`config.mk`:
```
export PLATFORM = sky130hd
export DESIGN_NAME = output_hold_with_persistence
export DESIGN_NICKNAME = d
export VERILOG_FILES = /design/src/rtl/ohp_pkg.sv /design/src/rtl/ohp_step.sv /design/src/rtl/output_hold_with_persistence.sv
export SDC_FILE = /design/constraint.sdc
export NUM_CORES = 1
export LEC_CHECK = 0
export BUFFER_PORTS_ARGS = -buffer_cell sky130_fd_sc_hd__buf_4
export CORE_MARGIN = 4
export CORE_UTILIZATION = 63
export CTS_BUF_LIST = sky130_fd_sc_hd__clkbuf_4
export CTS_CLUSTER_SIZE = 40
export DETAILED_ROUTE_END_ITERATION = 7
export GPL_TIMING_DRIVEN = 0
export PLACE_DENSITY = 0.83
export SYNTH_ARGS = -nofsm -noshare
export SYNTH_HDL_FRONTEND = slang
export SYNTH_HIERARCHICAL = 1
export SYNTH_SLANG_ARGS = --single-unit
```
`constraint.sdc`:
```
create_clock -name clk -period 8.5 [get_ports clk]
set_clock_uncertainty 0.15 [all_clocks]
set_input_delay 1.275 -clock clk [delete_from_list [all_inputs] [get_ports clk]]
set_output_delay 1.275 -clock clk [all_outputs]
set_load 0.005 [all_outputs]
```
`src/rtl/ohp_pkg.sv`:
```
// ----------------------------------------------------------------------------
// ohp_pkg: types and constants for the output hold with persistence block
// Shared item, result, state and configuration types, plus register indexes.
// ----------------------------------------------------------------------------
`default_nettype none

package ohp_pkg;

	// Configuration register indexes
	localparam int CFG_IDX_W = 2;
	localparam logic [CFG_IDX_W-1:0] REG_SMALL_DELTA   = 2'd0;
	localparam logic [CFG_IDX_W-1:0] REG_LARGE_DELTA   = 2'd1;
	localparam logic [CFG_IDX_W-1:0] REG_SMALL_PERSIST = 2'd2;
	localparam logic [CFG_IDX_W-1:0] REG_LARGE_PERSIST = 2'd3;

	// Direction of the last change relative to the base level
	localparam logic [1:0] DIR_EQUAL = 2'd0;
	localparam logic [1:0] DIR_BELOW = 2'd1;
	localparam logic [1:0] DIR_ABOVE = 2'd2;

	// Base levels above this mean "not yet captured"
	localparam logic [15:0] UNCAPTURED_LIMIT = 16'd101;
	localparam logic [15:0] BASE_RESET       = 16'hFFFF;
	localparam logic [6:0]  COUNT_MAX        = 7'd127;

	// Reset values of the configuration registers
	localparam logic [7:0] SMALL_DELTA_RST   = 8'd1;
	localparam logic [7:0] LARGE_DELTA_RST   = 8'd5;
	localparam logic [6:0] SMALL_PERSIST_RST = 7'd50;
	localparam logic [6:0] LARGE_PERSIST_RST = 7'd60;

	typedef struct packed {
		logic [15:0] level;
		logic [15:0] proposed_code;
	} samp_t;

	typedef struct packed {
		logic [15:0] out_code;
		logic        relatched;
	} res_t;

	typedef struct packed {
		logic [15:0] base_level;
		logic [15:0] held_code;
		logic [1:0]  last_dir;
		logic [6:0]  large_count;
		logic [6:0]  small_count;
	} hold_state_t;

	typedef struct packed {
		logic [7:0] small_delta;
		logic [7:0] large_delta;
		logic [6:0] small_persist;
		logic [6:0] large_persist;
	} cfg_t;

endpackage

`default_nettype wire

```
`src/rtl/ohp_step.sv`:
```
// ----------------------------------------------------------------------------
// ohp_step: next-state and result logic for one item
// Capture, equal-level clear, direction change and persistence counting.
// ----------------------------------------------------------------------------
`default_nettype none

module ohp_step (
	input  ohp_pkg::hold_state_t st,
	input  ohp_pkg::cfg_t        cfg,
	input  ohp_pkg::samp_t       samp,
	output ohp_pkg::hold_state_t st_nxt,
	output ohp_pkg::res_t        res
);
	import ohp_pkg::*;

	// Saturating advance, or clear when the distance is not over threshold
	function automatic logic [6:0] bump(input logic [6:0] cnt, input logic over);
		logic [6:0] r;
		if (!over)
			r = '0;
		else if (cnt == COUNT_MAX)
			r = COUNT_MAX;
		else
			r = cnt + 7'd1;
		return r;
	endfunction

	logic        below;
	logic [1:0]  dir;
	logic [15:0] delta;
	logic [6:0]  small_b;
	logic [6:0]  large_b;

	// Direction and distance from the base level
	assign below = st.base_level > samp.level;
	assign dir   = below ? DIR_BELOW : DIR_ABOVE;
	assign delta = below ? (st.base_level - samp.level) : (samp.level - st.base_level);

	assign small_b = bump(st.small_count, delta > {8'd0, cfg.small_delta});
	assign large_b = bump(st.large_count, delta > {8'd0, cfg.large_delta});

	always_comb begin
		st_nxt        = st;
		res.out_code  = st.held_code;
		res.relatched = 1'b0;
		if (st.base_level > UNCAPTURED_LIMIT) begin
			// First capture (repeats while the captured level is out of range)
			st_nxt.base_level  = samp.level;
			st_nxt.held_code   = samp.proposed_code;
			st_nxt.last_dir    = DIR_EQUAL;
			st_nxt.large_count = '0;
			st_nxt.small_count = '0;
			res.out_code       = samp.proposed_code;
			res.relatched      = 1'b1;
		end else if (st.base_level == samp.level) begin
			st_nxt.last_dir    = DIR_EQUAL;
			st_nxt.large_count = '0;
			st_nxt.small_count = '0;
		end else if (dir != st.last_dir) begin
			// Turned round: restart persistence
			st_nxt.last_dir    = dir;
			st_nxt.large_count = '0;
			st_nxt.small_count = '0;
		end else begin
			st_nxt.large_count = large_b;
			st_nxt.small_count = small_b;
			if ((small_b > cfg.small_persist) || (large_b > cfg.large_persist)) begin
				st_nxt.base_level  = samp.level;
				st_nxt.held_code   = samp.proposed_code;
				st_nxt.large_count = '0;
				st_nxt.small_count = '0;
				res.out_code       = samp.proposed_code;
				res.relatched      = 1'b1;
			end
		end
	end

endmodule

`default_nettype wire

```
`src/rtl/output_hold_with_persistence.sv`:
```
// ----------------------------------------------------------------------------
// output_hold_with_persistence: converter code hold with persistence filter
// Input register, combinational step logic, result register with state update.
// ----------------------------------------------------------------------------
// One item is accepted every cycle while samp_stall is low. The item is first
// held in the input register; when the result register can advance, the step
// logic updates the hold state and the result register at the same edge, so
// consecutive items see each other's state with no gap. samp_stall rises only
// when both the input register and the result register are full and res_stall
// is high. The configuration port is always ready; write it only while the
// block is idle.
`default_nettype none

module output_hold_with_persistence (
	input  wire                              clk,
	input  wire                              arst_n,
	input  wire                              samp_valid,
	output logic                             samp_stall,
	input  ohp_pkg::samp_t                   samp,
	output logic                             res_valid,
	input  wire                              res_stall,
	output ohp_pkg::res_t                    res,
	input  wire                              cfg_valid,
	output logic                             cfg_ready,
	input  wire [ohp_pkg::CFG_IDX_W-1:0]     cfg_index,
	input  wire [7:0]                        cfg_data
);
	import ohp_pkg::*;

	samp_t       samp_s1;
	logic        samp_v_s1;
	res_t        res_q;
	logic        res_valid_q;
	hold_state_t st_q;
	hold_state_t st_nxt;
	res_t        res_nxt;
	cfg_t        cfg_q;
	logic        advance;

	assign advance    = !res_valid_q || !res_stall;
	assign samp_stall = samp_v_s1 && !advance;
	assign res_valid  = res_valid_q;
	assign res        = res_q;
	assign cfg_ready  = 1'b1;

	// Configuration registers
	always_ff @(posedge clk or negedge arst_n) begin
		if (!arst_n) begin
			cfg_q.small_delta   <= SMALL_DELTA_RST;
			cfg_q.large_delta   <= LARGE_DELTA_RST;
			cfg_q.small_persist <= SMALL_PERSIST_RST;
			cfg_q.large_persist <= LARGE_PERSIST_RST;
		end else if (cfg_valid) begin
			case (cfg_index)
				REG_SMALL_DELTA:   cfg_q.small_delta   <= cfg_data;
				REG_LARGE_DELTA:   cfg_q.large_delta   <= cfg_data;
				REG_SMALL_PERSIST: cfg_q.small_persist <= cfg_data[6:0];
				REG_LARGE_PERSIST: cfg_q.large_persist <= cfg_data[6:0];
				default: ;
			endcase
		end
	end

	// Input register
	always_ff @(posedge clk or negedge arst_n) begin
		if (!arst_n) begin
			samp_v_s1 <= 1'b0;
		end else if (!samp_stall) begin
			samp_v_s1 <= samp_valid;
		end
	end

	always_ff @(posedge clk) begin
		if (samp_valid && !samp_stall) begin
			samp_s1 <= samp;
		end
	end

	ohp_step u_step (
		.st     (st_q),
		.cfg    (cfg_q),
		.samp   (samp_s1),
		.st_nxt (st_nxt),
		.res    (res_nxt)
	);

	// Hold state and result valid
	always_ff @(posedge clk or negedge arst_n) begin
		if (!arst_n) begin
			res_valid_q      <= 1'b0;
			st_q.base_level  <= BASE_RESET;
			st_q.held_code   <= '0;
			st_q.last_dir    <= DIR_EQUAL;
			st_q.large_count <= '0;
			st_q.small_count <= '0;
		end else if (advance) begin
			res_valid_q <= samp_v_s1;
			if (samp_v_s1) begin
				st_q <= st_nxt;
			end
		end
	end

	// Result payload
	always_ff @(posedge clk) begin
		if (advance && samp_v_s1) begin
			res_q <= res_nxt;
		end
	end

endmodule

`default_nettype wire

```
# Word level (Yosys, flattened, before mapping)
# Cells that the tools add are included.
# word_totals
regBits	129
inputBits	47
out_inout_bits	20
# op_classes
addsub	4
order_cmp	6
eq_ne	9
muxes	18
reduce_logical	19
# op_table
op	count
$mux W32	3
$mux W17	4
$mux W48	1
$gt A16 B8 Y1	2
$mux W16	2
$sub A16 B16 Y16	2
$mux W14	2
$mux W7	4
$eq A16 B16 Y1	1
$gt A16 B16 Y1	1
$gt A16 B7 Y1 const B	1
$add A7 B1 Y7 const B	2
$eq A7 B7 Y1 const B	2
$gt A7 B7 Y1	2
$reduce_and A2 Y1	5
$reduce_and A5 Y1	1
$eq A2 B2 Y1 const B	2
$logic_not A1 Y1	4
$mux W2	2
$ne A2 B1 Y1 const B	2
$logic_and A1 B1 Y1	3
$reduce_and A3 Y1	1
$reduce_bool A3 Y1	1
$eq A2 B1 Y1 const B	1
4 further kinds	5

# Longest topological paths before layout
# depth
depth_word	10
depth_mapped	32
ltp_nobuf	28

# Cells and area by module
# The synthesis kept the hierarchy.
# by_module_without_submodules
module	n_inst	cells_each	area_per_inst_um2	seq_area_each_um2
output_hold_with_persistence	1	224	4520.6	3505.9
ohp_step	1	485	3478.3	0.0

# Worst setup path before layout
# OpenSTA, ideal clock, no wires.
# synth_path
path_type	reg2reg
startpoint	register st_q[32] in the netlist's numbering
endpoint	register st_q[29] in the netlist's numbering
setup_ns	0.125
arrival_ns	6.281
required_ns	8.225
setup_slack_ns	1.944
path_stages_with_launch	33
n_path_buf	4
period_less_slack_ns	6.556
path_cell_list	dfstp_2 -> inv_1 -> ha_1 -> inv_1 -> fa_1 -> nand3_1 -> a21oi_1 -> o21bai_4 -> a21oi_4 -> clkbuf_1 -> mux2_2 -> ha_1 -> nor2b_1 -> o21a_1 -> o21a_1 -> o21ai_0 -> nand2b_1 -> a21oi_1 -> o211a_1 -> buf_2 -> a21oi_1 -> ha_1 -> nor2b_1 -> o21a_1 -> o21a_1 -> o21ai_0 -> a31oi_1 -> o21ai_0 -> o21ai_1 -> buf_2 -> mux2_2 -> buf_4 -> mux2_2
# synth_rtl
element	line	source
start: declaration	output_hold_with_persistence.sv:34	hold_state_t st_q;
start signal: assignment	output_hold_with_persistence.sv:99	st_q <= st_nxt;

==> impl_metrics.py <==
metrics = {
    "finish": {
        "fill_cells": 886,
        "ff_latch_area_um2": 3510,
        "final_area_um2": 8950,
        "multi_input_area_um2": 3950,
        "final_core_util": 0.733,
        "fin_nets": 905,
        "antenna_cells": 0,
        "drive_gt1_frac": 0.345,
        "area_delta_synth_final_pct": 11.9,
    },
    "drt": {
        "vias": 5645,
        "drtAntennaViolNets": 0,
        "wl_per_cell_um": 17.1,
        "dr.pass1.iters": 5,
        "viasPerCell": 5.80,
        "drc": 0,
        "first_iter_violations": 419,
        "drt-total-wl_um": 16600,
    },
    "status": {
        "status": "finished, final reports clean",
    },
    "sta": {
        "holdWs_ps": 360,
        "finalMaxSlewViolations": 0,
        "fin_tns_setup_ps": 0,
        "rsz0062_at_grt": "false",
        "fmax_mhz": 125,
        "relSlewSlack": 0.323,
        "period_share": 0.942,
        "finalCriticalPeriod_ps": 8000,
        "setup_viol": 0,
        "hold_viol_final": 0,
        "tightest_slew_ps": 1010,
    },
    "worst_hold_path": {
        "hp-class": "reg2reg",
    },
    "power": {
        "peakVddDrop_v": 0.000145,
        "combPwrFrac": 0.380,
        "p_leak_uw": 0.00405,
        "swShare": 0.377,
        "power_uw": 1870,
        "powerDensity_nw_per_um2": 209,
        "p_int_uw": 1170,
        "p_sw_uw": 705,
        "clkPwrFrac": 0.202,
        "seqPwrFrac": 0.418,
    },
    "setup_path": {
        "cpMostUsedCell": "o21a_1",
        "cp-end-kind": "register",
        "path_class": "reg2reg",
        "required_ps": 8790,
        "critPathSlowestCell": "dfstp_2",
        "startpoint_type": "register",
        "critPathMaxFanout": 10,
        "slowest_delay_ps": 560,
        "cp.arrival_ps": 8300,
    },
    "grt": {
        "antenna_found_initial": 0,
        "grt_most_used_layer": "met2",
        "grt_max_degree": 81,
        "use_met2": 0.418,
        "grt_use_total": 0.242,
        "grt_pass1_vias": 5883,
        "overflow": 0,
        "grt_use_met1": 0.303,
        "grt_pass1_wl_um": 27900,
        "met3_usage": 0.0547,
    },
    "floorplan": {
        "initial_core_util": 0.655,
        "core_area_um2": 12200,
        "ioPinCount": 67,
        "die_area_um2": 14600,
        "dieHeight_um": 121,
        "die_w_um": 121,
        "num_rows": 40,
    },
    "cts": {
        "insertion_delay_ps": 560,
        "cts_buffers": 17,
        "cts_setup_buffers": 0,
        "tritoncts": "yes",
        "cts_root_buffer": "clkbuf_4",
        "clkTransAtPathRegs_ps": 120,
        "clock_sinks": 129,
        "clock_path_buffers": 2,
        "htree_levels": 4,
    },
    "synth": {
        "syn_nets": 821,
        "synth_edf_count": 49,
        "synth_seq_cells": 129,
        "ys.flop_type": "dfrtp_1",
        "syn_area_um2": 8000,
        "yosys_warnings": 6,
        "syn_avg_cell_area_um2": 11.3,
        "yosysUniqueCellTypes": 65,
        "synth_seq_area_share": 0.438,
        "ys_async_sr_fraction": 0.620,
        "netlist_instances": 709,
    },
    "placement": {
        "dpl_cell_area_um2": 8700,
        "place_congestion": 0.912,
        "portBuffers": 65,
        "dp_hpwl_um": 12600,
    },
    "run": {
        "drv_cap": 0,
    },
}
timing repair:
item,CTS,global route
gates resized for setup,0,1
hold buffers,0,0
endpoints found under the setup margin,0,1
cells in the mapped netlist, types with 11 or more instances:
master / count / area share
mux2_2: 95 / 0.13
inv_1: 64 / 0.030
ha_1: 63 / 0.099
dfrtp_1: 54 / 0.17
edfxtp_1: 49 / 0.18
a21oi_1: 40 / 0.025
nand2_1: 36 / 0.017
dfstp_2: 26 / 0.085
o21ai_0: 26 / 0.016
buf_4: 22 / 0.021
a211oi_1: 14 / 0.013
mux2i_1: 13 / 0.016
nand3_1: 13 / 0.0081
nor2_1: 13 / 0.0061
xnor2_1: 13 / 0.014
and2_1: 12 / 0.0094
nand4_1: 12 / 0.0094
buf_2: 11 / 0.0069
through the flow:
step / setup WS [ps] / std cells
final: 496 / 974
after global routing: 34.2 / 974
after CTS: 526 / 974
after detailed placement: 599 / 942
after global placement: 798 / 942
after floorplan: 1940 / 709
layout by cell type (no fill, tap or decap), drive strengths merged, types with 14 or more instances in the layout:
master,Yosys,final
a211oi,14,14
a21oi,43,43
buf,39,104
clkbuf,4,21
dfrtp,54,54
dfstp,26,26
edfxtp,49,49
ha,63,63
inv,64,71
mux2,95,95
nand2,36,36
o21ai,27,27
power by group through the flow:
stage          clock network (uW)  logic [uW]  registers, uW
5_1_grt                       421         792            794
2_1_floorplan                   0         522            782
3_5_place_dp                    0         699            797
6_report                      378         711            784
4_1_cts                       393         703            785
3_3_place_gp                    0         664            791
cells by family after synthesis:
logic type	Yosys count	synth area share
adders and majority gates	65	0.104
DFF	129	0.438
xor gates and xnor gates	22	0.0241
AOI/OAI and AO/OA	148	0.126
and+or+nand+nor	129	0.0896
muxes	108	0.150
other	1	0.000469
buffers and inverters	107	0.0679
metal layers:
| layer | vias up | share of wire |
|---|---|---|
| li1 | 2727 | - |
| met1 | 2751 | 0.43 |
| met2 | 144 | 0.51 |
| met3 | 23 | 0.042 |
| met4 | 0 | 0.014 |
| met5 | - | 0 |
layout make-up:
class	instances	share of cell area
Tap cell	168	0.0235
Sequential cell	129	0.392
Timing Repair Buffer	65	0.0545
Multi-Input combinational cell	473	0.442
Buffer	43	0.0338
Clock inverter	15	0.0137
Clock buffer	17	0.0143
Inverter	64	0.0268
sequential cells by signal (all words and copies together) (netlist names):
signal     count
cfg_q         30
st_q          48
samp_v_s1      1
res_valid      1
res           17
samp_s1       32
final timing paths:
path / from / end / slack [ps] / cells past startpoint
min in group asynchronous: arst_n / st_q[12] / 720 / 1
max in group asynchronous: arst_n / st_q[26] / 6810 / 1
worst max register to register: st_q[32] / st_q[31] / 500 / 32
worst min register to register: samp_v_s1 / res_valid / 360 / 1
worst min-delay path: samp_v_s1 / res_valid / 360 / 1
worst max-delay path: st_q[32] / st_q[31] / 500 / 32
worst max-delay path: cells and delay by family (launching register included):
family,cells,cell delay (ps)
multiplexers,3,1080
AND/OR/NAND/NOR,4,520
adder cells (fa/ha/maj),4,1000
buffers and inverters,6,1330
flip-flops,1,560
AO/OA/AOI/OAI,15,3260
(Power assumes the default switching activity.)
